<file path="config.mk">
export PLATFORM = sky130hd
export DESIGN_NAME = multicycle_cpu_control_fsm
export DESIGN_NICKNAME = d
export VERILOG_FILES = /design/src/rtl/core/mcfsm_pkg.sv /design/src/rtl/core/multicycle_cpu_control_fsm.sv /design/src/rtl/core/mcfsm_next.sv /design/src/rtl/core/mcfsm_out.sv
export SDC_FILE = /design/constraint.sdc
export NUM_CORES = 1
export LEC_CHECK = 0
export BUFFER_PORTS_ARGS = -buffer_cell sky130_fd_sc_hd__buf_4
export CORE_ASPECT_RATIO = 1.2
export CORE_MARGIN = 3
export CORE_UTILIZATION = 52
export CTS_BUF_LIST = sky130_fd_sc_hd__clkbuf_4
export CTS_CLUSTER_SIZE = 25
export DETAILED_ROUTE_END_ITERATION = 16
export PLACE_DENSITY = 0.79
export SYNTH_ARGS = -nofsm -noshare
export SYNTH_HDL_FRONTEND = slang
export SYNTH_HIERARCHICAL = 1
export SYNTH_SLANG_ARGS = --single-unit
</file>
<file path="constraint.sdc">
create_clock -name i_clk -period 2.7 [get_ports i_clk]
set_input_delay 0.27 -clock i_clk [delete_from_list [all_inputs] [get_ports i_clk]]
set_output_delay 0.27 -clock i_clk [all_outputs]
set_load 0.005 [all_outputs]
</file>
<file path="src/rtl/core/mcfsm_pkg.sv">
// ----------------------------------------------------------------------------
// mcfsm_pkg
// Types, codes and control word table for the multicycle control unit.
// ----------------------------------------------------------------------------
package mcfsm_pkg;

    // one-hot controller states, bit position equals the reported state code
    typedef enum logic [15:0] {
        S_FETCH   = 16'h0001,
        S_DECODE  = 16'h0002,
        S_JUMP    = 16'h0004,
        S_JR      = 16'h0008,
        S_EXEC_R  = 16'h0010,
        S_BRANCH  = 16'h0020,
        S_LWSW    = 16'h0040,
        S_WB_R    = 16'h0080,
        S_SHIFT   = 16'h0100,
        S_SLT     = 16'h0200,
        S_EXEC_I  = 16'h0400,
        S_WB_I    = 16'h0800,
        S_LW_READ = 16'h1000,
        S_SW      = 16'h2000,
        S_WB_LW   = 16'h4000,
        S_JAL     = 16'h8000
    } t_state;

    typedef enum logic [3:0] {
        ALU_ADD = 4'd0,
        ALU_SUB = 4'd1,
        ALU_AND = 4'd2,
        ALU_OR  = 4'd3,
        ALU_NOR = 4'd4,
        ALU_SLT = 4'd5,
        ALU_SLL = 4'd6,
        ALU_SRL = 4'd7,
        ALU_BNE = 4'd8
    } t_alu_op;

    localparam logic [5:0] OP_RTYPE = 6'h00;
    localparam logic [5:0] OP_J     = 6'h02;
    localparam logic [5:0] OP_JAL   = 6'h03;
    localparam logic [5:0] OP_BEQ   = 6'h04;
    localparam logic [5:0] OP_BNE   = 6'h05;
    localparam logic [5:0] OP_ADDI  = 6'h08;
    localparam logic [5:0] OP_ANDI  = 6'h0C;
    localparam logic [5:0] OP_ORI   = 6'h0D;
    localparam logic [5:0] OP_LW    = 6'h23;
    localparam logic [5:0] OP_SW    = 6'h2B;

    localparam logic [5:0] FN_SLL = 6'h00;
    localparam logic [5:0] FN_SRL = 6'h02;
    localparam logic [5:0] FN_JR  = 6'h08;
    localparam logic [5:0] FN_SUB = 6'h22;
    localparam logic [5:0] FN_AND = 6'h24;
    localparam logic [5:0] FN_OR  = 6'h25;
    localparam logic [5:0] FN_NOR = 6'h27;
    localparam logic [5:0] FN_SLT = 6'h2A;

    localparam logic [1:0] PCU_NONE   = 2'd0;
    localparam logic [1:0] PCU_ALWAYS = 2'd1;
    localparam logic [1:0] PCU_COND   = 2'd2;

    localparam logic [1:0] PCS_ALU    = 2'd0;
    localparam logic [1:0] PCS_ALUOUT = 2'd1;
    localparam logic [1:0] PCS_JUMP   = 2'd2;
    localparam logic [1:0] PCS_REG    = 2'd3;

    localparam logic [1:0] SRCA_PC    = 2'd0;
    localparam logic [1:0] SRCA_REGA  = 2'd1;
    localparam logic [1:0] SRCA_THIRD = 2'd2;

    localparam logic [1:0] SRCB_REGB  = 2'd0;
    localparam logic [1:0] SRCB_FOUR  = 2'd1;
    localparam logic [1:0] SRCB_IMM   = 2'd2;
    localparam logic [1:0] SRCB_SHIMM = 2'd3;

    localparam logic [1:0] DST_RT   = 2'd0;
    localparam logic [1:0] DST_RD   = 2'd1;
    localparam logic [1:0] DST_LINK = 2'd2;

    localparam logic [1:0] MEM_NONE  = 2'd0;
    localparam logic [1:0] MEM_READ  = 2'd1;
    localparam logic [1:0] MEM_WRITE = 2'd2;

    localparam logic [1:0] WD_ALUOUT = 2'd0;
    localparam logic [1:0] WD_MEM    = 2'd1;
    localparam logic [1:0] WD_PC     = 2'd2;

    typedef struct packed {
        logic [1:0] pc_update;
        logic [1:0] pc_source;
        logic [1:0] alu_src_a;
        logic [1:0] alu_src_b;
        logic       reg_write;
        logic [1:0] reg_dst;
        logic       i_or_d;
        logic [1:0] mem_cmd;
        logic [1:0] reg_data_loc;
        logic       ir_write;
    } t_ctl;

    // next state and ALU operation produced for one step
    typedef struct packed {
        t_state  state;
        t_alu_op alu_op;
    } t_step;

    function automatic logic [3:0] state_code(input t_state st);
        logic [3:0] code;
        code = '0;
        for (int i = 0; i < 16; i++) begin
            if (st[i]) code = 4'(i);
        end
        return code;
    endfunction

    function automatic t_ctl ctl_word(input t_state st);
        t_ctl c;
        c = '0;
        unique case (st)
            S_FETCH: begin
                c.pc_update = PCU_ALWAYS;
                c.alu_src_b = SRCB_FOUR;
                c.mem_cmd   = MEM_READ;
                c.ir_write  = 1'b1;
            end
            S_DECODE: c.alu_src_b = SRCB_SHIMM;
            S_JUMP: begin
                c.pc_update = PCU_ALWAYS;
                c.pc_source = PCS_JUMP;
                c.alu_src_b = SRCB_SHIMM;
            end
            S_JR: begin
                c.pc_update = PCU_ALWAYS;
                c.pc_source = PCS_REG;
            end
            S_EXEC_R: c.alu_src_a = SRCA_REGA;
            S_BRANCH: begin
                c.pc_update = PCU_COND;
                c.pc_source = PCS_ALUOUT;
                c.alu_src_a = SRCA_REGA;
            end
            S_LWSW: begin
                c.alu_src_a = SRCA_REGA;
                c.alu_src_b = SRCB_IMM;
            end
            S_WB_R: begin
                c.alu_src_a = SRCA_THIRD;
                c.reg_write = 1'b1;
                c.reg_dst   = DST_RD;
            end
            S_SHIFT: c.alu_src_a = SRCA_THIRD;
            S_SLT:   c.alu_src_a = SRCA_REGA;
            S_EXEC_I: begin
                c.alu_src_a = SRCA_REGA;
                c.alu_src_b = SRCB_IMM;
            end
            S_WB_I: c.reg_write = 1'b1;
            S_LW_READ: begin
                c.i_or_d  = 1'b1;
                c.mem_cmd = MEM_READ;
            end
            S_SW: begin
                c.i_or_d  = 1'b1;
                c.mem_cmd = MEM_WRITE;
            end
            S_WB_LW: begin
                c.reg_write    = 1'b1;
                c.i_or_d       = 1'b1;
                c.reg_data_loc = WD_MEM;
            end
            S_JAL: begin
                c.pc_update    = PCU_ALWAYS;
                c.pc_source    = PCS_JUMP;
                c.alu_src_b    = SRCB_SHIMM;
                c.reg_write    = 1'b1;
                c.reg_dst      = DST_LINK;
                c.reg_data_loc = WD_PC;
            end
            default: c = '0;
        endcase
        return c;
    endfunction

endpackage

</file>
<file path="src/rtl/core/multicycle_cpu_control_fsm.sv">
// ----------------------------------------------------------------------------
// multicycle_cpu_control_fsm
// Multicycle processor control unit: one transfer in is one clock step of
// the controller, one transfer out is the control word of the new state.
// ----------------------------------------------------------------------------
//  channel | valid    | stall    | payload
//  input   | i_valid  | o_stall  | i_instruction
//  output  | o_valid  | i_stall  | o_fsm_state .. o_ir_write
//
//  one step per cycle unless o_stall holds it; input register then result register
//  the state update and control word decode sit between those two registers
//  reset puts the controller in fetch with ALU add and both stages empty
//  o_stall is high only while the input register is full and the result
//  register is full and stalled
// ----------------------------------------------------------------------------
module multicycle_cpu_control_fsm
    import mcfsm_pkg::*;
(
    input  logic        i_clk,
    input  logic        i_rst_n,
    input  logic        i_valid,
    output logic        o_stall,
    input  logic [31:0] i_instruction,
    output logic        o_valid,
    input  logic        i_stall,
    output logic [3:0]  o_fsm_state,
    output logic [1:0]  o_pc_update,
    output logic [1:0]  o_pc_source,
    output logic [3:0]  o_alu_operation,
    output logic [1:0]  o_alu_src_a,
    output logic [1:0]  o_alu_src_b,
    output logic        o_reg_write,
    output logic [1:0]  o_reg_dst,
    output logic        o_i_or_d,
    output logic [1:0]  o_mem_cmd,
    output logic [1:0]  o_reg_data_loc,
    output logic        o_ir_write
);

    logic       r_in_valid, n_in_valid;
    logic [5:0] r_opcode;
    logic [5:0] r_funct;
    t_state     r_state;
    t_alu_op    r_alu_op;
    logic       out_free;
    logic       load;
    logic       in_take;
    t_step      step;

    assign load    = r_in_valid && out_free;
    assign o_stall = r_in_valid && !out_free;
    assign in_take = i_valid && !o_stall;
    assign n_in_valid = in_take || (r_in_valid && !load);

    always_ff @(posedge i_clk) begin
        if (!i_rst_n) begin
            r_in_valid <= 1'b0;
            r_state    <= S_FETCH;
            r_alu_op   <= ALU_ADD;
        end else begin
            r_in_valid <= n_in_valid;
            if (load) begin
                r_state  <= step.state;
                r_alu_op <= step.alu_op;
            end
        end
    end

    always_ff @(posedge i_clk) begin
        if (in_take) begin
            r_opcode <= i_instruction[31:26];
            r_funct  <= i_instruction[5:0];
        end
    end

    mcfsm_next u_next (
        .i_state  (r_state),
        .i_alu_op (r_alu_op),
        .i_opcode (r_opcode),
        .i_funct  (r_funct),
        .o_step   (step)
    );

    mcfsm_out u_out (
        .i_clk           (i_clk),
        .i_rst_n         (i_rst_n),
        .i_load          (load),
        .i_step          (step),
        .i_stall         (i_stall),
        .o_free          (out_free),
        .o_valid         (o_valid),
        .o_fsm_state     (o_fsm_state),
        .o_pc_update     (o_pc_update),
        .o_pc_source     (o_pc_source),
        .o_alu_operation (o_alu_operation),
        .o_alu_src_a     (o_alu_src_a),
        .o_alu_src_b     (o_alu_src_b),
        .o_reg_write     (o_reg_write),
        .o_reg_dst       (o_reg_dst),
        .o_i_or_d        (o_i_or_d),
        .o_mem_cmd       (o_mem_cmd),
        .o_reg_data_loc  (o_reg_data_loc),
        .o_ir_write      (o_ir_write)
    );

    a_out_matches_state: assert property (@(posedge i_clk) disable iff (!i_rst_n)
        load |=> (o_fsm_state == state_code(r_state)) && (o_alu_operation == r_alu_op))
        else $error("result word does not match controller state");

    a_fetch_to_decode: assert property (@(posedge i_clk) disable iff (!i_rst_n)
        (load && (r_state == S_FETCH)) |=> (r_state == S_DECODE))
        else $error("fetch did not advance to decode");

    a_op_only_in_exec: assert property (@(posedge i_clk) disable iff (!i_rst_n)
        (r_alu_op != ALU_ADD) |-> ((r_state == S_EXEC_R) || (r_state == S_BRANCH) ||
            (r_state == S_SHIFT) || (r_state == S_SLT) || (r_state == S_EXEC_I)))
        else $error("held ALU operation outside an execute state");

    a_state_held_when_idle: assert property (@(posedge i_clk) disable iff (!i_rst_n)
        !load |=> $stable(r_state))
        else $error("controller state moved without a transfer");

endmodule

</file>
<file path="src/rtl/core/mcfsm_next.sv">
// ----------------------------------------------------------------------------
// mcfsm_next
// Next-state and ALU operation logic of the multicycle controller.
// ----------------------------------------------------------------------------
module mcfsm_next
    import mcfsm_pkg::*;
(
    input  t_state     i_state,
    input  t_alu_op    i_alu_op,
    input  logic [5:0] i_opcode,
    input  logic [5:0] i_funct,
    output t_step      o_step
);

    function automatic t_alu_op rtype_op(input logic [5:0] fn);
        t_alu_op op;
        unique case (fn)
            FN_SUB:  op = ALU_SUB;
            FN_AND:  op = ALU_AND;
            FN_OR:   op = ALU_OR;
            FN_NOR:  op = ALU_NOR;
            FN_SLT:  op = ALU_SLT;
            FN_SLL:  op = ALU_SLL;
            FN_SRL:  op = ALU_SRL;
            default: op = ALU_ADD;
        endcase
        return op;
    endfunction

    always_comb begin
        o_step.state  = S_FETCH;
        o_step.alu_op = ALU_ADD;
        unique case (i_state)
            S_FETCH: o_step.state = S_DECODE;
            S_DECODE: begin
                unique case (i_opcode)
                    OP_J:   o_step.state = S_JUMP;
                    OP_JAL: o_step.state = S_JAL;
                    OP_BEQ: begin
                        o_step.state  = S_BRANCH;
                        o_step.alu_op = ALU_SUB;
                    end
                    OP_BNE: begin
                        o_step.state  = S_BRANCH;
                        o_step.alu_op = ALU_BNE;
                    end
                    OP_LW, OP_SW: o_step.state = S_LWSW;
                    OP_ADDI: o_step.state = S_EXEC_I;
                    OP_ANDI: begin
                        o_step.state  = S_EXEC_I;
                        o_step.alu_op = ALU_AND;
                    end
                    OP_ORI: begin
                        o_step.state  = S_EXEC_I;
                        o_step.alu_op = ALU_OR;
                    end
                    OP_RTYPE: begin
                        unique case (i_funct)
                            FN_SLL: begin
                                o_step.state  = S_SHIFT;
                                o_step.alu_op = ALU_SLL;
                            end
                            FN_SRL: begin
                                o_step.state  = S_SHIFT;
                                o_step.alu_op = ALU_SRL;
                            end
                            FN_JR: o_step.state = S_JR;
                            FN_SLT: begin
                                o_step.state  = S_SLT;
                                o_step.alu_op = ALU_SLT;
                            end
                            default: begin
                                o_step.state  = S_EXEC_R;
                                o_step.alu_op = rtype_op(i_funct);
                            end
                        endcase
                    end
                    // unknown opcode holds the controller where it is
                    default: begin
                        o_step.state  = i_state;
                        o_step.alu_op = i_alu_op;
                    end
                endcase
            end
            S_EXEC_R, S_SHIFT, S_SLT: o_step.state = S_WB_R;
            S_EXEC_I:  o_step.state = S_WB_I;
            S_LWSW:    o_step.state = (i_opcode == OP_LW) ? S_LW_READ : S_SW;
            S_LW_READ: o_step.state = S_WB_LW;
            default:   o_step.state = S_FETCH;
        endcase
    end

endmodule

</file>
<file path="src/rtl/core/mcfsm_out.sv">
// ----------------------------------------------------------------------------
// mcfsm_out
// Result register holding the new state's control word.
// ----------------------------------------------------------------------------
module mcfsm_out
    import mcfsm_pkg::*;
(
    input  logic       i_clk,
    input  logic       i_rst_n,
    input  logic       i_load,
    input  t_step      i_step,
    input  logic       i_stall,
    output logic       o_free,
    output logic       o_valid,
    output logic [3:0] o_fsm_state,
    output logic [1:0] o_pc_update,
    output logic [1:0] o_pc_source,
    output logic [3:0] o_alu_operation,
    output logic [1:0] o_alu_src_a,
    output logic [1:0] o_alu_src_b,
    output logic       o_reg_write,
    output logic [1:0] o_reg_dst,
    output logic       o_i_or_d,
    output logic [1:0] o_mem_cmd,
    output logic [1:0] o_reg_data_loc,
    output logic       o_ir_write
);

    logic       r_valid, n_valid;
    logic [3:0] r_code;
    t_alu_op    r_op;
    t_ctl       r_ctl;

    assign o_free  = !r_valid || !i_stall;
    assign n_valid = i_load || (r_valid && i_stall);

    always_ff @(posedge i_clk) begin
        if (!i_rst_n) begin
            r_valid <= 1'b0;
        end else begin
            r_valid <= n_valid;
        end
    end

    always_ff @(posedge i_clk) begin
        if (i_load) begin
            r_code <= state_code(i_step.state);
            r_op   <= i_step.alu_op;
            r_ctl  <= ctl_word(i_step.state);
        end
    end

    assign o_valid         = r_valid;
    assign o_fsm_state     = r_code;
    assign o_alu_operation = r_op;
    assign o_pc_update     = r_ctl.pc_update;
    assign o_pc_source     = r_ctl.pc_source;
    assign o_alu_src_a     = r_ctl.alu_src_a;
    assign o_alu_src_b     = r_ctl.alu_src_b;
    assign o_reg_write     = r_ctl.reg_write;
    assign o_reg_dst       = r_ctl.reg_dst;
    assign o_i_or_d        = r_ctl.i_or_d;
    assign o_mem_cmd       = r_ctl.mem_cmd;
    assign o_reg_data_loc  = r_ctl.reg_data_loc;
    assign o_ir_write      = r_ctl.ir_write;

endmodule
</file>
Yosys cells after proc, flatten, opt, wreduce, memory -nomap -nowiden. Index checks and enable logic that the tools add are counted.

Logic and storage cells: 126. Bits in registers: 59.

Equal/unequal tests: 40. Reduce and logical (&&, ||, !) cells: 33. Muxes and demuxes: 32.

Operator list (number): one-hot mux 16 bit (6 select lines) (2); equality test 6 bit (second input constant) (7); equality test 16 x 1 -> 1 bit (second input constant) (2); equality test 16 x 10 -> 1 bit (second input constant) (2); equality test 16 x 11 -> 1 bit (second input constant) (2); equality test 16 x 13 -> 1 bit (second input constant) (2); equality test 16 x 2 -> 1 bit (second input constant) (2); equality test 16 x 5 -> 1 bit (second input constant) (2); equality test 16 x 7 -> 1 bit (second input constant) (2); equality test 16 x 9 -> 1 bit (second input constant) (2); one-hot mux 10 bit (3 select lines) (1); equality test 6 x 4 -> 1 bit (second input constant) (4); two-way mux 3 bit (8); one-hot mux 3 bit (4 select lines) (2); one-hot mux 4 bit (6 select lines) (1); one-hot mux 2 bit (2 select lines) (5); equality test 6 x 2 -> 1 bit (second input constant) (3); equality test 16 x 12 -> 1 bit (second input constant) (1); equality test 16 x 14 -> 1 bit (second input constant) (1); equality test 16 x 15 -> 1 bit (second input constant) (1); equality test 16 bit (second input constant) (1); equality test 16 x 3 -> 1 bit (second input constant) (1); equality test 16 x 4 -> 1 bit (second input constant) (1); equality test 16 x 6 -> 1 bit (second input constant) (1); other kinds (16) (49).

Longest topological paths before layout.
Word-level depth: 19. Depth in mapped cells: 12. Depth with buffers taken out: 9.

Modules after synthesis. Netlist, hierarchy kept.

By module, submodules not included: mcfsm_out (cells an instance 113, area each 1330.0 µm², times used 1); multicycle_cpu_control_fsm (cells an instance 107, area each 1174.9 µm², times used 1); mcfsm_next (cells an instance 112, area each 661.9 µm², times used 1).

Least setup slack after synthesis. No wires, ideal clock.

Kind: register to register. From: register r_opcode[3]. To: register u_out.r_ctl (netlist bit u_out/o_alu_src_b[1]), data pin. Arrival: 2.702 ns. Setup slack: -0.147 ns. Period minus slack after synthesis: 2.847 ns. Data required time: 2.555 ns. Stages on the path, launching flop included: 12. Setup time: 0.145 ns. Cells stage by stage: edfxtp_1 > nor2_1 > o21ai_0 > a21o_1 > buf_2 > a22oi_1 > nor2_1 > buf_6 > or4_1 > or4_1 > o32a_1 > o21ai_1.

RTL lines: start: declaration (RTL line multicycle_cpu_control_fsm.sv:41) `logic [5:0] r_opcode;`; start signal: assignment (RTL line multicycle_cpu_control_fsm.sv:71) `r_opcode <= i_instruction[31:26];`; end signal: assignment (RTL line mcfsm_out.sv:49) `r_ctl <= ctl_word(i_step.state);`; end: declaration (RTL line mcfsm_out.sv:32) `t_ctl r_ctl;`.

==> impl_metrics.toml <==
[status]
status = "finished, violations left"
violations = "negative setup slack"

[logic_synthesis]
synth.ff_latch_count = 59
ys_async_sr_fraction = 0
netlist_area_um2 = 3170
synthCells = 332
ys_types = 57
synth_edf_count = 37
ys_seq_area_frac = 0.490
yosysWarnings = 6
syn_nets = 368
synth_flop_cell = "edfxtp_1"
postSynthAreaPerCell_um2 = 9.54

[detailed_routing]
dr.pass1.iters = 7
ant_nets = 0
via_count = 3138
vias_per_cell = 5.95
drcViolationCount = 0
first_iter_violations = 159
finalWirelength_mm = 8.80
routedWlPerCell_um = 16.7

[power]
internal-power_mw = 1.52
peakVddDrop_mv = 0.461
switching_share = 0.246
p_leak_nw = 1.74
combPwrFrac = 0.140
p_per_area_nw_per_um2 = 451
switching_power_uw = 496
p_clk_frac = 0.359
sequentialPowerShare = 0.501

[worst_setup_path]
cp.required_ps = 2940
reg2regPathDepth = 10
cp.arrival_ps = 3020
critPathKind = "reg -> reg"
r2r_slack_ps = -80
critPathMaxFanout = 5
worstSetupEndpointType = "register"
start_kind = "register"

[layout]
fin_util = 0.774
mostFrequentLayoutCell = "buf_4"
antenna_cells = 0
layout_common_cells = "115 x buf_4, 37 x edfxtp_1, 36 x nand2_1"
nets = 478
final_area_um2 = 4470
drive_gt1_frac = 0.412
area_delta_synth_final_pct = 41.2

[die]
ios = 63
coreArea_um2 = 5780
initial_utilization = 0.548
die-height_um = 91.5
die_w_um = 77.2
rows = 30
dieArea_um2 = 7070

[timing]
worstMarginPinSlew_ps = 575
fmax_mhz = 360
setup_viol = 4
maxSlewHeadroom = 0.613
fin_crit_sh = 1.03
drv_slew = 0
rsz0062_at_grt = "true"
post-route-min-period_ps = 2780
hold_viol = 0
finClkSkew_ps = 18.2
fin_ws_ps = -79.9

[global_route]
grt_pass1_wl_mm = 13.5
gr-total-overflow = 0
grt_antenna_before_repair = 0
grt_max_degree = 47
grtUsageTotal = 0.238
grt_pass1_vias = 2989

[clock_network]
clock_latency_ps = 410
cts_max_level = 3
hold_buffers = 0
cts_root_buf = "clkbuf_4"
cts_max_path_buffers = 2
clkTransAtPathRegs_ps = 110
clock-sinks = 59
cts_made_buffers = 9
cts_tree = "yes"

[min_path]
hold_path_depth = 1
hold_path.class = "in -> reg"

[job]
maxCapViolCount = 0

[place]
portBuffers = 42
place_worst_setup_slack_ps = -212
hpwlAfterDp_mm = 5.51
gp_congestion = 0.870
placed_cell_area_um2 = 3980
==> cell type report <==
class / count / area (µm²)
Timing Repair Buffer: 120 / 937
Sequential cell: 59 / 1550
Multi-Input combinational cell: 243 / 1690
Clock inverter: 5 / 77.6
Tap cell: 80 / 100
Clock buffer: 11 / 82.6
Inverter: 9 / 33.8
Fill cell: 406 / 1310
==> synthesized netlist by cell type, types with 2 or more instances <==
cell type	n	area share
nand3b_1	2	0.0047
nand2_1	37	0.044
or3_1	2	0.0040
a32oi_1	2	0.0055
nor4_1	10	0.020
a21oi_1	15	0.024
nand3_1	4	0.0063
nor4_2	5	0.020
a221oi_1	3	0.0083
a21o_1	2	0.0047
nor3_1	8	0.013
xor2_1	5	0.014
xnor2_1	6	0.017
nand2b_1	7	0.014
buf_6	4	0.014
inv_1	9	0.011
nor2_1	33	0.039
or4_4	2	0.0071
edfxtp_1	37	0.35
o21ai_0	13	0.021
or4_1	3	0.0071
o21ai_1	20	0.032
dfxtp_1	22	0.14
nor3b_1	2	0.0047
a22oi_1	5	0.012
o31ai_1	2	0.0047
clkbuf_1	4	0.0047
nor2b_1	7	0.014
nand4_1	22	0.043
buf_2	12	0.019
==> logic make-up (layout without fill, tap and decap cells) <==
group           after synthesis  count (layout)  synth area share
compound gates               75              76             0.151
flops                        59              59             0.490
xor+xnor                     11              11            0.0304
mux                           1               1           0.00316
buf+inv                      31             145            0.0525
simple gates                155             155             0.273
==> layer usage <==
layer,wire length (µm),GRT usage,up-vias
li1,-,-,1456
met1,3380,0.266,1498
met2,4540,0.401,148
met3,475,0.0595,36
met4,406,0.150,0
met5,0,0,-
==> repair_timing <==
item / 4_1_cts / 5_1_grt
gates cloned: 1 / 0
setup buffers: 4 / 8
endpoints found under the setup margin: 11 / 17
gates resized for setup: 12 / 33
pin swaps: 8 / 11
==> state kept, by name, indices dropped and copies added, names as in the netlist <==
register	count
u_out/o_reg_dst	2
u_out/o_valid	1
u_out/o_pc_update	2
r_in_valid	1
r_funct	6
u_out/o_alu_src_b	2
r_state	16
u_out/o_alu_src_a	2
u_out/o_fsm_state	4
u_out/o_pc_source	2
u_out/o_alu_operation	4
r_opcode	6
u_out/o_i_or_d	1
r_alu_op	4
u_out/o_ir_write	1
u_out/o_reg_data_loc	2
u_out/o_mem_cmd	2
u_out/o_reg_write	1
==> power groups by stage <==
stage / registers (mW) / clock network [mW] / logic (mW)
global route: 1.02 / 0.774 / 0.305
global placement: 1.03 / 0 / 0.227
floorplan: 1.03 / 0 / 0.121
CTS: 1.01 / 0.730 / 0.249
detailed placement: 1.03 / 0 / 0.235
finish: 1.01 / 0.724 / 0.283
==> stage by stage <==
step / hold slack (ps) / TNS (ps) / power [mW] / cells
6_report: 44.2 / -190 / 2.02 / 527
5_1_grt: 16.3 / -913 / 2.09 / 527
4_1_cts: 28.8 / -32.7 / 1.99 / 520
3_5_place_dp: 444 / -739 / 1.27 / 499
3_3_place_gp: 436 / -264 / 1.26 / 499
2_1_floorplan: 369 / -27.5 / 1.15 / 332
==> critical path: stages (launching register included) <==
cell      delay, ps
edfxtp_1        440
or2b_1          250
nand2_2         100
a21o_4          270
buf_12          130
a21oi_4         160
nor4_4           70
nor4_4          320
nand2_1         140
or4_4           480
nor4_4          270
==> final timing paths <==
path | from | end
worst max-delay path | r_opcode[0] | u_out/o_alu_src_a[1]
worst min-delay path | i_instruction[2] | r_funct[2]
worst max register to register | r_opcode[0] | u_out/o_alu_src_a[1]
worst min register to register | r_alu_op[2] | r_alu_op[2]
Note: power is estimated with default switching activity, not from simulation.
